===== src/sv/emgbn_pkg.sv =====
`default_nettype none
// ----------------------------------------------------------------------------
// EMG filter package
// Shared constants, coefficient table and datapath control types for the
// band-pass / mains band-stop biquad cascade.
// ----------------------------------------------------------------------------
package emgbn_pkg;

   localparam int SAMPLE_WIDTH   = 12;
   localparam int OUT_WIDTH      = 24;
   localparam int FRAC_BITS      = 16;
   localparam int OUT_FRAC       = 8;
   localparam int OUT_SHIFT      = FRAC_BITS - OUT_FRAC;
   localparam int ROUND_HALF     = 2 ** (FRAC_BITS - 1);
   localparam int OUT_ROUND      = 2 ** (OUT_SHIFT - 1);

   localparam int TABLE_ROWS     = 16;
   localparam int ROW_IDX_W      = 4;
   localparam int NUM_COEFS      = 5;
   localparam int COL_W          = 3;
   localparam int STEP_W         = 4;

   localparam logic [COL_W-1:0] COL_B0 = 3'd0;
   localparam logic [COL_W-1:0] COL_B1 = 3'd1;
   localparam logic [COL_W-1:0] COL_B2 = 3'd2;
   localparam logic [COL_W-1:0] COL_A1 = 3'd3;
   localparam logic [COL_W-1:0] COL_A2 = 3'd4;

   // b0, b1, b2, a1, a2 in Q3.16; rows beyond the eighth pass straight through
   localparam int COEF_TABLE [TABLE_ROWS][NUM_COEFS] = '{
      '{  1165,    2329,   1165,   3680, 24278 },
      '{ 65536, -131072,  65536, -34500, 26371 },
      '{ 65536,  131072,  65536,  31093, 46587 },
      '{ 65536, -131072,  65536, -64529, 48910 },
      '{ 61370,  -37941,  61370, -38418, 62552 },
      '{ 65536,  -40516,  65536, -40768, 62570 },
      '{ 65536,  -40516,  65536, -37239, 64278 },
      '{ 65536,  -40516,  65536, -42979, 64297 },
      '{ 65536, 0, 0, 0, 0 }, '{ 65536, 0, 0, 0, 0 },
      '{ 65536, 0, 0, 0, 0 }, '{ 65536, 0, 0, 0, 0 },
      '{ 65536, 0, 0, 0, 0 }, '{ 65536, 0, 0, 0, 0 },
      '{ 65536, 0, 0, 0, 0 }, '{ 65536, 0, 0, 0, 0 }
   };

   typedef enum logic [2:0] {
      ACC_NOP,
      ACC_BASE_SUB,
      ACC_SUB,
      ACC_LOAD,
      ACC_ADD
   } acc_op_type;

   typedef struct packed {
      logic       mul_hi;
      logic       plo_load;
      logic       comb_load;
      acc_op_type acc_op;
   } mac_ctrl_type;

endpackage
`default_nettype wire


===== src/sv/emgbn_if.sv =====
`default_nettype none
// ----------------------------------------------------------------------------
// EMG filter channels
// Valid/ready channels for raw samples in and filtered samples out.
// ----------------------------------------------------------------------------
interface emgbn_req_if import emgbn_pkg::*; ();
   logic                    valid;
   logic                    ready;
   logic [SAMPLE_WIDTH-1:0] sample;

   modport source (output valid, output sample, input ready);
   modport sink   (input valid, input sample, output ready);
endinterface

interface emgbn_rsp_if import emgbn_pkg::*; ();
   logic                        valid;
   logic                        ready;
   logic signed [OUT_WIDTH-1:0] filtered;

   modport source (output valid, output filtered, input ready);
   modport sink   (input valid, input filtered, output ready);
endinterface
`default_nettype wire


===== src/sv/emgbn_mac.sv =====
`default_nettype none
// ----------------------------------------------------------------------------
// EMG filter multiply-accumulate
// Two-pass state x coefficient multiplier, per-product rounding to Q.16 and a
// saturating accumulator.
// ----------------------------------------------------------------------------
module emgbn_mac import emgbn_pkg::*; #(
   parameter int STATE_WIDTH = 40,
   parameter int COEF_WIDTH  = 20
) (
   input  wire logic                          clock,
   input  wire mac_ctrl_type                  ctrl,
   input  wire logic signed [STATE_WIDTH-1:0] op_state,
   input  wire logic signed [COEF_WIDTH-1:0]  op_coef,
   input  wire logic signed [STATE_WIDTH-1:0] base,
   output logic signed [STATE_WIDTH-1:0]      acc_sat
);

   localparam int LO_W   = STATE_WIDTH / 2;
   localparam int HI_W   = STATE_WIDTH - LO_W;
   localparam int MA_W   = LO_W + 1;
   localparam int PP_W   = MA_W + COEF_WIDTH;
   localparam int PW     = STATE_WIDTH + COEF_WIDTH;
   localparam int TERM_W = PW - FRAC_BITS;
   localparam int ACC_W  = TERM_W + 2;

   localparam logic signed [ACC_W-1:0] SMAX = ACC_W'({1'b0, {(STATE_WIDTH-1){1'b1}}});
   localparam logic signed [ACC_W-1:0] SMIN = ~SMAX;

   logic signed [HI_W-1:0]   hi_part;
   logic        [LO_W-1:0]   lo_part;
   logic signed [MA_W-1:0]   mul_a;
   logic signed [PP_W-1:0]   mul_in;
   logic signed [PP_W-1:0]   mul_ff;
   logic signed [PP_W-1:0]   plo_ff;
   logic signed [PW-1:0]     comb_in;
   logic signed [PW-1:0]     comb_ff;
   logic signed [TERM_W-1:0] term;
   logic signed [ACC_W-1:0]  acc_in;
   logic signed [ACC_W-1:0]  acc_ff;

   assign hi_part = op_state[STATE_WIDTH-1:LO_W];
   assign lo_part = op_state[LO_W-1:0];

   // low half goes in as a positive number, high half keeps the sign
   always_comb begin
      if (ctrl.mul_hi) begin
         mul_a = MA_W'(hi_part);
      end else begin
         mul_a = $signed({1'b0, lo_part});
      end
   end

   assign mul_in  = mul_a * op_coef;
   assign comb_in = (PW'(mul_ff) <<< LO_W) + PW'(plo_ff) + PW'(ROUND_HALF);
   assign term    = comb_ff[PW-1:FRAC_BITS];

   always_comb begin
      case (ctrl.acc_op)
         ACC_BASE_SUB: acc_in = ACC_W'(base) - ACC_W'(term);
         ACC_SUB:      acc_in = acc_ff - ACC_W'(term);
         ACC_LOAD:     acc_in = ACC_W'(term);
         ACC_ADD:      acc_in = acc_ff + ACC_W'(term);
         default:      acc_in = acc_ff;
      endcase
   end

   always_ff @(posedge clock) begin
      mul_ff <= mul_in;
      if (ctrl.plo_load) begin
         plo_ff <= mul_ff;
      end
      if (ctrl.comb_load) begin
         comb_ff <= comb_in;
      end
      acc_ff <= acc_in;
   end

   always_comb begin
      if (acc_ff > SMAX) begin
         acc_sat = SMAX[STATE_WIDTH-1:0];
      end else if (acc_ff < SMIN) begin
         acc_sat = SMIN[STATE_WIDTH-1:0];
      end else begin
         acc_sat = acc_ff[STATE_WIDTH-1:0];
      end
   end

endmodule
`default_nettype wire


===== src/sv/emg_bandpass_notch_biquad_cascade.sv =====
`default_nettype none
// ----------------------------------------------------------------------------
// EMG band-pass and mains band-stop filter
// Eight direct-form-II biquads in cascade on one shared multiply-accumulate,
// delay pairs held in a small synchronous RAM.
// ----------------------------------------------------------------------------
// A new sample is not accepted until the previous one has passed through every
// section. Each section works in the multiply-accumulate unit: five
// coefficient products, each passed twice through one half-width multiplier,
// then rounded and accumulated, with the delay row read for the next section
// in the last step of the section. The input
// is taken only while idle; the finished sample sits in an output register,
// so the next sample is accepted while the previous result waits. Delay state
// clears at reset through per-section valid bits, no clearing pass is needed.
// ----------------------------------------------------------------------------
module emg_bandpass_notch_biquad_cascade import emgbn_pkg::*; #(
   parameter int NUM_SECTIONS = 8,
   parameter int COEF_WIDTH   = 20,
   parameter int STATE_WIDTH  = 40
) (
   input  wire logic     clock,
   input  wire logic     reset,
   emgbn_req_if.sink     req_ch,
   emgbn_rsp_if.source   rsp_ch
);

   localparam int SEC_W = (NUM_SECTIONS > 1) ? $clog2(NUM_SECTIONS) : 1;
   localparam int ROW_W = 2 * STATE_WIDTH;
   localparam int SHW   = STATE_WIDTH + 1 - OUT_SHIFT;

   // schedule points within one section
   localparam logic [STEP_W-1:0] STEP_T0_ACC    = 4'd3;
   localparam logic [STEP_W-1:0] STEP_T1_ACC    = 4'd5;
   localparam logic [STEP_W-1:0] STEP_X_CAPTURE = 4'd6;
   localparam logic [STEP_W-1:0] STEP_WRITE     = 4'd7;
   localparam logic [STEP_W-1:0] STEP_T3_ACC    = 4'd9;
   localparam logic [STEP_W-1:0] STEP_LAST_COMB = 4'd10;
   localparam logic [STEP_W-1:0] STEP_T4_ACC    = 4'd11;
   localparam logic [STEP_W-1:0] STEP_LAST      = 4'd12;

   localparam logic [2:0] TERM_A1Z1 = 3'd0;
   localparam logic [2:0] TERM_A2Z2 = 3'd1;
   localparam logic [2:0] TERM_B1Z1 = 3'd2;
   localparam logic [2:0] TERM_B2Z2 = 3'd3;

   localparam logic signed [SHW-1:0] OMAX = SHW'({1'b0, {(OUT_WIDTH-1){1'b1}}});
   localparam logic signed [SHW-1:0] OMIN = ~OMAX;

   typedef enum logic [1:0] {ST_IDLE, ST_MAC, ST_OUT} state_type;

   state_type                      state_ff;
   logic [STEP_W-1:0]              step_ff;
   logic [SEC_W-1:0]               sec_ff;
   logic signed [STATE_WIDTH-1:0]  v_ff;
   logic signed [STATE_WIDTH-1:0]  x_ff;
   logic                           rsp_valid_ff;
   logic signed [OUT_WIDTH-1:0]    rsp_filtered_ff;

   logic [ROW_W-1:0]               delay_mem [NUM_SECTIONS];
   logic [ROW_W-1:0]               rd_ff;
   logic                           rd_valid_ff;
   logic [NUM_SECTIONS-1:0]        row_valid_ff;

   logic                           req_fire;
   logic                           sec_last;
   logic                           mem_re;
   logic                           mem_we;
   logic [SEC_W-1:0]               rd_addr;
   logic signed [STATE_WIDTH-1:0]  z1;
   logic signed [STATE_WIDTH-1:0]  z2;
   logic [2:0]                     term_idx;
   logic [COL_W-1:0]               coef_col;
   logic [ROW_IDX_W-1:0]           coef_row;
   logic signed [STATE_WIDTH-1:0]  op_state;
   logic signed [COEF_WIDTH-1:0]   op_coef;
   mac_ctrl_type                   mac_ctrl;
   logic signed [STATE_WIDTH-1:0]  acc_sat;
   logic signed [STATE_WIDTH:0]    out_rnd;
   logic signed [SHW-1:0]          out_shift;
   logic signed [OUT_WIDTH-1:0]    out_sat;

   function automatic logic signed [COEF_WIDTH-1:0] coef_clamp(input int v);
      longint hi;
      longint lo;
      hi = (longint'(1) <<< (COEF_WIDTH - 1)) - 1;
      lo = -hi - 1;
      if (longint'(v) > hi) begin
         return COEF_WIDTH'(hi);
      end else if (longint'(v) < lo) begin
         return COEF_WIDTH'(lo);
      end
      return COEF_WIDTH'(v);
   endfunction

   assign req_ch.ready    = !reset && (state_ff == ST_IDLE);
   assign rsp_ch.valid    = rsp_valid_ff;
   assign rsp_ch.filtered = rsp_filtered_ff;

   assign req_fire = req_ch.valid && req_ch.ready;
   assign sec_last = (sec_ff == SEC_W'(NUM_SECTIONS - 1));

   // ---- delay RAM: row s holds {z2, z1} of section s
   assign mem_re  = req_fire
                 || (state_ff == ST_MAC && step_ff == STEP_LAST && !sec_last);
   assign rd_addr = (state_ff == ST_IDLE) ? '0 : sec_ff + 1'b1;
   assign mem_we  = (state_ff == ST_MAC) && (step_ff == STEP_WRITE);

   assign z1 = rd_valid_ff ? rd_ff[STATE_WIDTH-1:0]     : '0;
   assign z2 = rd_valid_ff ? rd_ff[ROW_W-1:STATE_WIDTH] : '0;

   always_ff @(posedge clock) begin
      if (mem_we) begin
         delay_mem[sec_ff] <= {z1, x_ff};
      end
      if (mem_re) begin
         rd_ff <= delay_mem[rd_addr];
      end
   end

   // a row never written reads as zero
   always_ff @(posedge clock) begin
      if (reset) begin
         row_valid_ff <= '0;
         rd_valid_ff  <= 1'b0;
      end else begin
         if (mem_we) begin
            row_valid_ff[sec_ff] <= 1'b1;
         end
         if (mem_re) begin
            rd_valid_ff <= row_valid_ff[rd_addr];
         end
      end
   end

   // ---- operand selection: a1*z1, a2*z2, b1*z1, b2*z2, then b0*x
   assign term_idx = step_ff[STEP_W-1:1];
   assign coef_row = ROW_IDX_W'(sec_ff);

   always_comb begin
      case (term_idx)
         TERM_A1Z1: begin op_state = z1;   coef_col = COL_A1; end
         TERM_A2Z2: begin op_state = z2;   coef_col = COL_A2; end
         TERM_B1Z1: begin op_state = z1;   coef_col = COL_B1; end
         TERM_B2Z2: begin op_state = z2;   coef_col = COL_B2; end
         default:   begin op_state = x_ff; coef_col = COL_B0; end
      endcase
   end

   assign op_coef = coef_clamp(COEF_TABLE[coef_row][coef_col]);

   always_comb begin
      mac_ctrl.mul_hi    = step_ff[0];
      mac_ctrl.plo_load  = (state_ff == ST_MAC) && step_ff[0];
      mac_ctrl.comb_load = (state_ff == ST_MAC) && !step_ff[0]
                        && (step_ff != '0) && (step_ff <= STEP_LAST_COMB);
      mac_ctrl.acc_op    = ACC_NOP;
      if (state_ff == ST_MAC) begin
         case (step_ff)
            STEP_T0_ACC: mac_ctrl.acc_op = ACC_BASE_SUB;
            STEP_T1_ACC: mac_ctrl.acc_op = ACC_SUB;
            STEP_WRITE:  mac_ctrl.acc_op = ACC_LOAD;
            STEP_T3_ACC: mac_ctrl.acc_op = ACC_ADD;
            STEP_T4_ACC: mac_ctrl.acc_op = ACC_ADD;
            default:     mac_ctrl.acc_op = ACC_NOP;
         endcase
      end
   end

   emgbn_mac #(
      .STATE_WIDTH (STATE_WIDTH),
      .COEF_WIDTH  (COEF_WIDTH)
   ) u_mac (
      .clock    (clock),
      .ctrl     (mac_ctrl),
      .op_state (op_state),
      .op_coef  (op_coef),
      .base     (v_ff),
      .acc_sat  (acc_sat)
   );

   // ---- output rounding to Q.8 and 24-bit saturation
   always_comb begin
      out_rnd   = (STATE_WIDTH+1)'(v_ff) + (STATE_WIDTH+1)'(OUT_ROUND);
      out_shift = out_rnd[STATE_WIDTH:OUT_SHIFT];
      if (out_shift > OMAX) begin
         out_sat = OMAX[OUT_WIDTH-1:0];
      end else if (out_shift < OMIN) begin
         out_sat = OMIN[OUT_WIDTH-1:0];
      end else begin
         out_sat = out_shift[OUT_WIDTH-1:0];
      end
   end

   // ---- sequencer
   always_ff @(posedge clock) begin
      if (reset) begin
         state_ff     <= ST_IDLE;
         step_ff      <= '0;
         sec_ff       <= '0;
         rsp_valid_ff <= 1'b0;
      end else begin
         // in ST_OUT the output register is refilled instead
         if (rsp_ch.valid && rsp_ch.ready && state_ff != ST_OUT) begin
            rsp_valid_ff <= 1'b0;
         end
         case (state_ff)
            ST_IDLE: begin
               if (req_fire) begin
                  v_ff     <= $signed(STATE_WIDTH'(req_ch.sample) << FRAC_BITS);
                  sec_ff   <= '0;
                  step_ff  <= '0;
                  state_ff <= ST_MAC;
               end
            end
            ST_MAC: begin
               if (step_ff == STEP_X_CAPTURE) begin
                  x_ff <= acc_sat;
               end
               if (step_ff == STEP_LAST) begin
                  v_ff    <= acc_sat;
                  step_ff <= '0;
                  if (sec_last) begin
                     state_ff <= ST_OUT;
                  end else begin
                     sec_ff <= sec_ff + 1'b1;
                  end
               end else begin
                  step_ff <= step_ff + 1'b1;
               end
            end
            ST_OUT: begin
               // hold until the previous transaction has left the output register
               if (!rsp_valid_ff || rsp_ch.ready) begin
                  rsp_filtered_ff <= out_sat;
                  rsp_valid_ff    <= 1'b1;
                  state_ff        <= ST_IDLE;
               end
            end
            default: begin
               state_ff <= ST_IDLE;
            end
         endcase
      end
   end

   // ---- checks
   a_start_section0: assert property (@(posedge clock) disable iff (reset)
      req_fire |=> (state_ff == ST_MAC && step_ff == '0 && sec_ff == '0))
      else $error("sample accepted but first section not started");

   a_ram_single_port: assert property (@(posedge clock) disable iff (reset)
      !(mem_we && mem_re))
      else $error("delay RAM read and written in the same cycle");

   a_step_range: assert property (@(posedge clock) disable iff (reset)
      (state_ff == ST_MAC) |-> (step_ff <= STEP_LAST))
      else $error("section step counter out of range");

   a_out_waits: assert property (@(posedge clock) disable iff (reset)
      (state_ff == ST_OUT && rsp_valid_ff && !rsp_ch.ready) |=> (state_ff == ST_OUT))
      else $error("result overwritten before previous transaction taken");

endmodule
`default_nettype wire


===== src/flat_wrapper.sv =====
// flat-port wrapper written by rule: the top's interface ports become plain ports
module emg_bandpass_notch_biquad_cascade_flat import emgbn_pkg::*;
#(
   parameter int NUM_SECTIONS = 8,
   parameter int COEF_WIDTH   = 20,
   parameter int STATE_WIDTH  = 40
)
  (clock, reset, req_ch_valid, req_ch_sample, req_ch_ready, rsp_ch_valid, rsp_ch_filtered, rsp_ch_ready);
  emgbn_req_if req_ch_i ();
  emgbn_rsp_if rsp_ch_i ();
  input  wire logic clock;
  input  wire logic reset;
  input wire logic [$bits(req_ch_i.valid)-1:0] req_ch_valid;
  input wire logic [$bits(req_ch_i.sample)-1:0] req_ch_sample;
  output wire logic [$bits(req_ch_i.ready)-1:0] req_ch_ready;
  output wire logic [$bits(rsp_ch_i.valid)-1:0] rsp_ch_valid;
  output wire logic [$bits(rsp_ch_i.filtered)-1:0] rsp_ch_filtered;
  input wire logic [$bits(rsp_ch_i.ready)-1:0] rsp_ch_ready;
  assign req_ch_i.valid = req_ch_valid;
  assign req_ch_i.sample = req_ch_sample;
  assign req_ch_ready = req_ch_i.ready;
  assign rsp_ch_valid = rsp_ch_i.valid;
  assign rsp_ch_filtered = rsp_ch_i.filtered;
  assign rsp_ch_i.ready = rsp_ch_ready;
  emg_bandpass_notch_biquad_cascade #(.NUM_SECTIONS(NUM_SECTIONS), .COEF_WIDTH(COEF_WIDTH), .STATE_WIDTH(STATE_WIDTH)) u_core (.clock(clock), .reset(reset), .req_ch(req_ch_i), .rsp_ch(rsp_ch_i));
endmodule

===== config.mk =====
export PLATFORM = sky130hd
export DESIGN_NAME = emg_bandpass_notch_biquad_cascade_flat
export DESIGN_NICKNAME = d
export VERILOG_FILES = /design/src/sv/emgbn_pkg.sv /design/src/sv/emgbn_if.sv /design/src/sv/emgbn_mac.sv /design/src/sv/emg_bandpass_notch_biquad_cascade.sv /design/src/flat_wrapper.sv
export SDC_FILE = /design/constraint.sdc
export NUM_CORES = 2
export LEC_CHECK = 0
export BUFFER_PORTS_ARGS = -buffer_cell sky130_fd_sc_hd__buf_2
export CORE_AREA = 3 3 379 381
export CTS_CLUSTER_DIAMETER = 80
export CTS_CLUSTER_SIZE = 25
export DETAILED_ROUTE_END_ITERATION = 7
export DIE_AREA = 0 0 382 384
export PLACE_DENSITY_LB_ADDON = 0.1
export SLEW_MARGIN = 20
export SYNTH_ARGS = -nofsm -noshare
export SYNTH_HDL_FRONTEND = slang
export SYNTH_SLANG_ARGS = --single-unit

===== constraint.sdc =====
create_clock -name clock -period 9.8 [get_ports clock]
set_clock_uncertainty 0.2 [all_clocks]
set_input_delay 1.96 -clock clock [delete_from_list [all_inputs] [get_ports clock]]
set_output_delay 1.96 -clock clock [all_outputs]
set_load 0.005 [all_outputs]

* Word-level counts from Yosys, hierarchy flattened
Memory sizes are Yosys's and may differ from the RTL's. A register that Yosys moved wholly into a read port is not among the register bits. Index checks and enable logic that the tools add are counted.
Storage, ports and cells: bits in registers 311, bits in writable memories 640, bits in read-only memories 2560, bits of input ports 16, output and inout bits 26, logic and storage cells 141, memories 2
Operators by class: add/subtract/negate cells 8, $mul 1, $lt $le $gt $ge 12, eq/ne operators 23, multiplexer cells 46, bitwise operators 4, reduce and logical (&&, ||, !) cells 32
Memories:
- (name not given) | depth 16, bits a word 160, rd ports 1, clocked after memory_dff 0, wr ports 0, line emg_bandpass_notch_biquad_cascade.sv:149 | assign op_coef = coef_clamp(COEF_TABLE[coef_row][coef_col]);
- u_core.delay_mem | depth 8, bits a word 80, rd ports 1, clocked after memory_dff 1, wr ports 1, line emg_bandpass_notch_biquad_cascade.sv:59 | logic [ROW_W-1:0] delay_mem [NUM_SECTIONS];
Operator list (number):
- $mux 160 | 2
- $mux 40 | 6
- $pmux 46 s4 | 1
- $pmux 40 s2 | 2
- $bmux 32 s3 | 1
- $mux 32 | 2
- $add 60x17->60 const B | 1
- $add 60x41->60 | 1
- $mux 20 | 3
- $add 46x44->46 | 1
- $gt 46x40->1 const B | 1
- $lt 46x40->1 const B | 1
- $sub 46x44->46 | 1
- $sub 40x44->45 | 1
- $add 40x9->41 const B | 1
- $mul 21x20->41 | 1
- $gt 33x24->1 const B | 1
- $lt 33x24->1 const B | 1
- $gt 32x20->1 const B | 1
- $lt 32x20->1 const B | 1
- $mux 24 | 1
- $pmux 3 s4 | 2
- $mux 21 | 1
- $mux 3 | 5
- 40 further kinds | 87

* Longest topological paths before layout
depth in word-level cells 12, mapped depth 37

* Modules after synthesis
Synthesis repeated with hierarchy kept, for this count alone.
Second synthesis, totals: cell total of the unflattened synthesis 5197, area, all modules 62478.7 µm²
Modules (own cells, without submodules):
- emg_bandpass_notch_biquad_cascade | instances 1, cells an instance 1977, area each 33250.6 µm², sequential area each 25124.1 µm²
- emgbn_mac | instances 1, cells an instance 3220, area each 29228.0 µm², sequential area each 4304.1 µm²

* Worst setup path before layout
No wires, ideal clock.
kind reg-to-reg, start point register u_core.sec_ff[0], end point register u_core.u_mac.mul_ff[39], library setup time 118 ps, arrival time 8492 ps, path slack 990 ps, stages on the path, launching flop included 33, clock period less this slack 8810 ps, cells stage by stage dfxtp_1 > clkbuf_1 > inv_1 > ha_1 > clkbuf_1 > nor2b_1 > a211oi_1 > a31oi_1 > o22ai_1 > a21o_1 > clkbuf_1 > nor2_1 > fa_1 > inv_1 > fa_1 > fa_1 > fa_1 > inv_1 > fa_1 > fa_1 > inv_1 > fa_1 > inv_1 > ha_1 > nand4_1 > or4b_2 > o21ai_0 > a31oi_1 > a311oi_1 > a2111oi_0 > o21bai_1 > a21oi_1 > xnor2_1
Between the ends: longest elaborated chain between the ends 12
RTL lines:
- from (decl) | line emg_bandpass_notch_biquad_cascade.sv:53 | logic [SEC_W-1:0] sec_ff;
- from (signal assigned) | line emg_bandpass_notch_biquad_cascade.sv:225 | sec_ff <= sec_ff + 1'b1;
- $not 3->5 (implied by the code) (*) | line emg_bandpass_notch_biquad_cascade.sv:149
- $mem_v2 16x160 (*)
- $mux 160 (implied by the code) (*) (2 in a row) | line emg_bandpass_notch_biquad_cascade.sv:149
- $bmux 32 s3 (*) | line emg_bandpass_notch_biquad_cascade.sv:149
- $mux 32 (implied by the code) (*) (2 in a row) | line emg_bandpass_notch_biquad_cascade.sv:149
- $lt 32x20->1 | line emg_bandpass_notch_biquad_cascade.sv:89 | end else if (longint'(v) < lo) begin
- $mux 1 | line emg_bandpass_notch_biquad_cascade.sv:89
- $mux 1 | line emg_bandpass_notch_biquad_cascade.sv:87 | if (longint'(v) > hi) begin
- $mux 20 (*) | line emg_bandpass_notch_biquad_cascade.sv:92 | return COEF_WIDTH'(v);
- $mul 21x20->41 (*) | line emgbn_mac.sv:54 | assign mul_in = mul_a * op_coef;
- via u_core.u_mac.mul_in[39] | line emgbn_mac.sv:33 | logic signed [PP_W-1:0] mul_in;
- to (signal assigned) | line emgbn_mac.sv:69 | mul_ff <= mul_in;
- to (decl) | line emgbn_mac.sv:34 | logic signed [PP_W-1:0] mul_ff;
The timed path passes the listed nets; every way through them passes the cells marked *. The select of a mux whose other input is x is not followed. A chain may end at the register's enable or synchronous reset.

* Worst setup path in the final report
start point register u_core.step_ff[1], end point register u_core.u_mac.mul_ff[40]
Between the ends: longest elaborated chain between the ends 11
RTL lines:
- from (decl) | line emg_bandpass_notch_biquad_cascade.sv:52 | logic [STEP_W-1:0] step_ff;
- from (signal assigned) | line emg_bandpass_notch_biquad_cascade.sv:228 | step_ff <= step_ff + 1'b1;
- $eq 3x2->1, or another cell as far along | line emg_bandpass_notch_biquad_cascade.sv:140 | case (term_idx)
- $pmux 3 s4 | line emg_bandpass_notch_biquad_cascade.sv:140
- $not 3->4 (implied by the code) | line emg_bandpass_notch_biquad_cascade.sv:149
- $bmux 32 s3 | line emg_bandpass_notch_biquad_cascade.sv:149
- $mux 32 (implied by the code) (2 in a row) | line emg_bandpass_notch_biquad_cascade.sv:149
- $lt 32x20->1 | line emg_bandpass_notch_biquad_cascade.sv:89
- $mux 1 | line emg_bandpass_notch_biquad_cascade.sv:89
- $mux 1 | line emg_bandpass_notch_biquad_cascade.sv:87
- $mux 20 | line emg_bandpass_notch_biquad_cascade.sv:92
- $mul 21x20->41 (*) | line emgbn_mac.sv:54
- via u_core.u_mac.mul_in[40] | line emgbn_mac.sv:33
Marks and branches as above.

==> metrics.csv <==
metric,value,unit
outcome,completed,
clk_pin_slew_worst_paths,0.08,ns
hold-path-cell-count,0,
final-seq-area,29400,µm²
p_leak,27.1,nW
p_per_area,136,nW/µm²
yosys.area.top_type,edfxtp_1,
die_x,382,µm
drive_gt1_share,8.07,%
cp_num_buf_inv,6,
period_share,92.9,%
worst_pin_slew,1.10,ns
first_global_vias,43000,
placed_cell_area,65700,µm²
cts_tree,built,
grt_usage,25.3,%
core-area,141000,µm²
r2r_slack,0.69,ns
required,10.17,ns
synth.distinct_cells,88,
cp-start-kind,flip-flop,
cpLargestDelayFamily,adder cells,
grt_start_max_net_pins,166,
yosysSeqAreaShare,46.7,%
async_flop_share,0,%
die_h,384,µm
tns,0,ns
io_pins,42,
hold_path.class,flip-flop to flip-flop,
crit_top_cell,fa_1,
crit_path_max_incr_delay,0.61,ns
reg2reg_depth,29,
crit_arrival,9.47,ns
grt_setup_unrepaired,no,
netlist_top_cells_count,"edfxtp_1, nand2_1, inv_1",
cts.htree.levels,3,
worst-setup-path-type,flip-flop to flip-flop,
cts_buffers,67,
drc,0,
gr-total-overflow,0,
setup_viol,0,
max_cap_violations,0,
clock-sinks,1000,
wl_per_cell,23.9,µm
num_rows,138,
syn_inst,5811,
cp-end-kind,flip-flop,
grt_antenna_before_repair,4,
gp_congestion,0.897,
syn_nets,6519,
drt-initial-drc-count,3798,
synth_edf_count,940,
hold_ws,0.263,ns
r2r-end,u_core.u_mac.mul_ff[40],
via_per_inst,5.64,
fillCellCount,13100,
via_count,43500,
start_util,44.7,%
maxSlewHeadroom,26.7,%
nets,6485,
syn-cell-area,63000,µm²
port_buffers,41,
finalCriticalPeriod,9.11,ns
yosysWarnings,0,
fmax,0.110,GHz
hpwl,128,mm
holdBufCountCts,0,
clk-insertion-delay-late,0.70,ns
ir_drop,0.105,mV
cts.root.buffer_cell,clkbuf_16,
yosysTopAreaCellShare,44.8,%
syn_area_per_cell,10.8,µm²
r2r-start,u_core.step_ff[1],
cts_buffer_depth,3,
first_pass_iters,7,
synth_ff_type,edfxtp_1,
grt_first_pass_wirelength,280,mm
die_area,147000,µm²
slew_violations,0,
cp_slowest_cell,fa_1,
worst_hold_path.endpoint,u_core.u_mac.plo_ff[15],
stdcell_area,68100,µm²
area_growth,8.14,%
synth_seq_cells,1000,
min_from,u_core.u_mac.mul_ff[15],
wirelength,185,mm
yosysMostFrequentCell,edfxtp_1,
total_power,9.28,mW
netlist_top_cells_area,"edfxtp_1, fa_1, ha_1, nand2_1, inv_1",
final_antenna_net_count,0,
report.final.hold_viol_count,0,
cp_max_fo,22,
multi_input_area,30400,µm²
[worst max path at each step]
stage               cells past startpoint  slack [ns]                       to              start
finish                                 29        0.69  u_core.u_mac.mul_ff[40]  u_core.step_ff[1]
global route                           36        0.06  u_core.u_mac.mul_ff[39]   u_core.sec_ff[1]
CTS                                    29        0.56  u_core.u_mac.mul_ff[40]  u_core.step_ff[1]
detailed placement                     29        0.62  u_core.u_mac.mul_ff[40]  u_core.step_ff[1]
global placement                       29        0.63  u_core.u_mac.mul_ff[40]  u_core.step_ff[1]
floorplan                              32        0.99  u_core.u_mac.mul_ff[39]   u_core.sec_ff[0]
[layer usage]
| metal | GRT usage (%) | share of wire [%] |
|---|---|---|
| met1 | 36.2 | 45 |
| met2 | 40.8 | 47 |
| met3 | 3.12 | 5.5 |
| met4 | 6.84 | 2.6 |
| met5 | 0 | 0 |
[state kept, by name, summed over array words and instances (netlist names)]
name	flops
u_core.delay_mem	640
u_core.rd_ff	80
u_core.u_mac.acc_ff	46
u_core.u_mac.comb_ff	44
u_core.u_mac.mul_ff	41
u_core.v_ff	40
u_core.x_ff	40
u_core.u_mac.plo_ff	26
u_core.rsp_ch.filtered	24
u_core.row_valid_ff	8
u_core.step_ff	4
u_core.sec_ff	3
u_core.state_ff	2
u_core.rd_valid_ff	1
u_core.rsp_ch.valid	1
[cell families (layout without fill, tap and decap cells)]
| logic type | count (synthesis) | in the layout | synth area share, % |
|---|---|---|---|
| buffers and inverters | 902 | 915 | 5.39 |
| flip-flops | 1000 | 1000 | 46.7 |
| other | 0 | 3 | 0 |
| AO/OA/AOI/OAI | 1064 | 1064 | 10.5 |
| XOR/XNOR | 225 | 225 | 3.14 |
| AND/OR/NAND/NOR | 1777 | 1777 | 12.5 |
| multiplexers | 151 | 151 | 2.71 |
| adder cells (fa/ha/maj) | 692 | 692 | 19.0 |
[per-stage QoR]
step                      instances  utilization (%)  setup slack [ns]
after global placement         7598             46.7             0.631
after detailed placement       7598             46.7             0.624
after CTS                      7714             48.3             0.562
after global routing           7714             48.3            0.0614
after floorplan                5811                -             0.990
final                          7717             48.3             0.691
[layout by cell type (no fill, tap or decap), types with 39 or more instances in the layout]
master	count
o22ai_1	87
nand4_1	41
nand2b_1	39
xor2_1	71
buf_2	41
a21o_1	98
mux2_2	127
and2_1	82
fa_1	440
buf_4	122
edfxtp_1	940
inv_1	625
xnor2_1	153
o21a_1	70
a21oi_1	196
dfxtp_1	55
o21ai_0	325
nor2_1	408
nand3_1	306
nand2_1	753
ha_1	250
clkbuf_16	70
[worst reg2reg max path: cells and delay by family (launching register included)]
family / cells / cell delay, ns
adders and majority gates: 8 / 4.03
AOI/OAI and AO/OA: 11 / 2.92
buffers and inverters: 6 / 0.68
muxes: 1 / 0.40
DFF: 1 / 0.37
and+or+nand+nor: 2 / 0.26
xor gates and xnor gates: 1 / 0.13
[report_power, final]
group          total (mW)  switching [mW]  leakage [nW]  internal, mW
Combinational        1.35           0.838          16.9         0.510
Sequential           4.82          0.0764          9.09          4.74
Clock                3.12            1.58          1.11          1.54
Total                9.28            2.49          27.1          6.79
[final cells by class]
class                      count  area share (%)
multi-input combinational   3909            44.6
timing repair buffer         169            1.81
clock inverter                38           0.777
antenna                        3          0.0110
tap                         1890            3.47
inverter                     630            3.48
clock buffer                  78            2.62
sequential                  1000            43.2
[repair_timing]
item	in CTS	in global routing
endpoints found under the setup margin	0	1
resized for setup	0	1
endpoints found under the hold margin	0	0
buffers inserted	0	0
(Power assumes the default switching activity.)
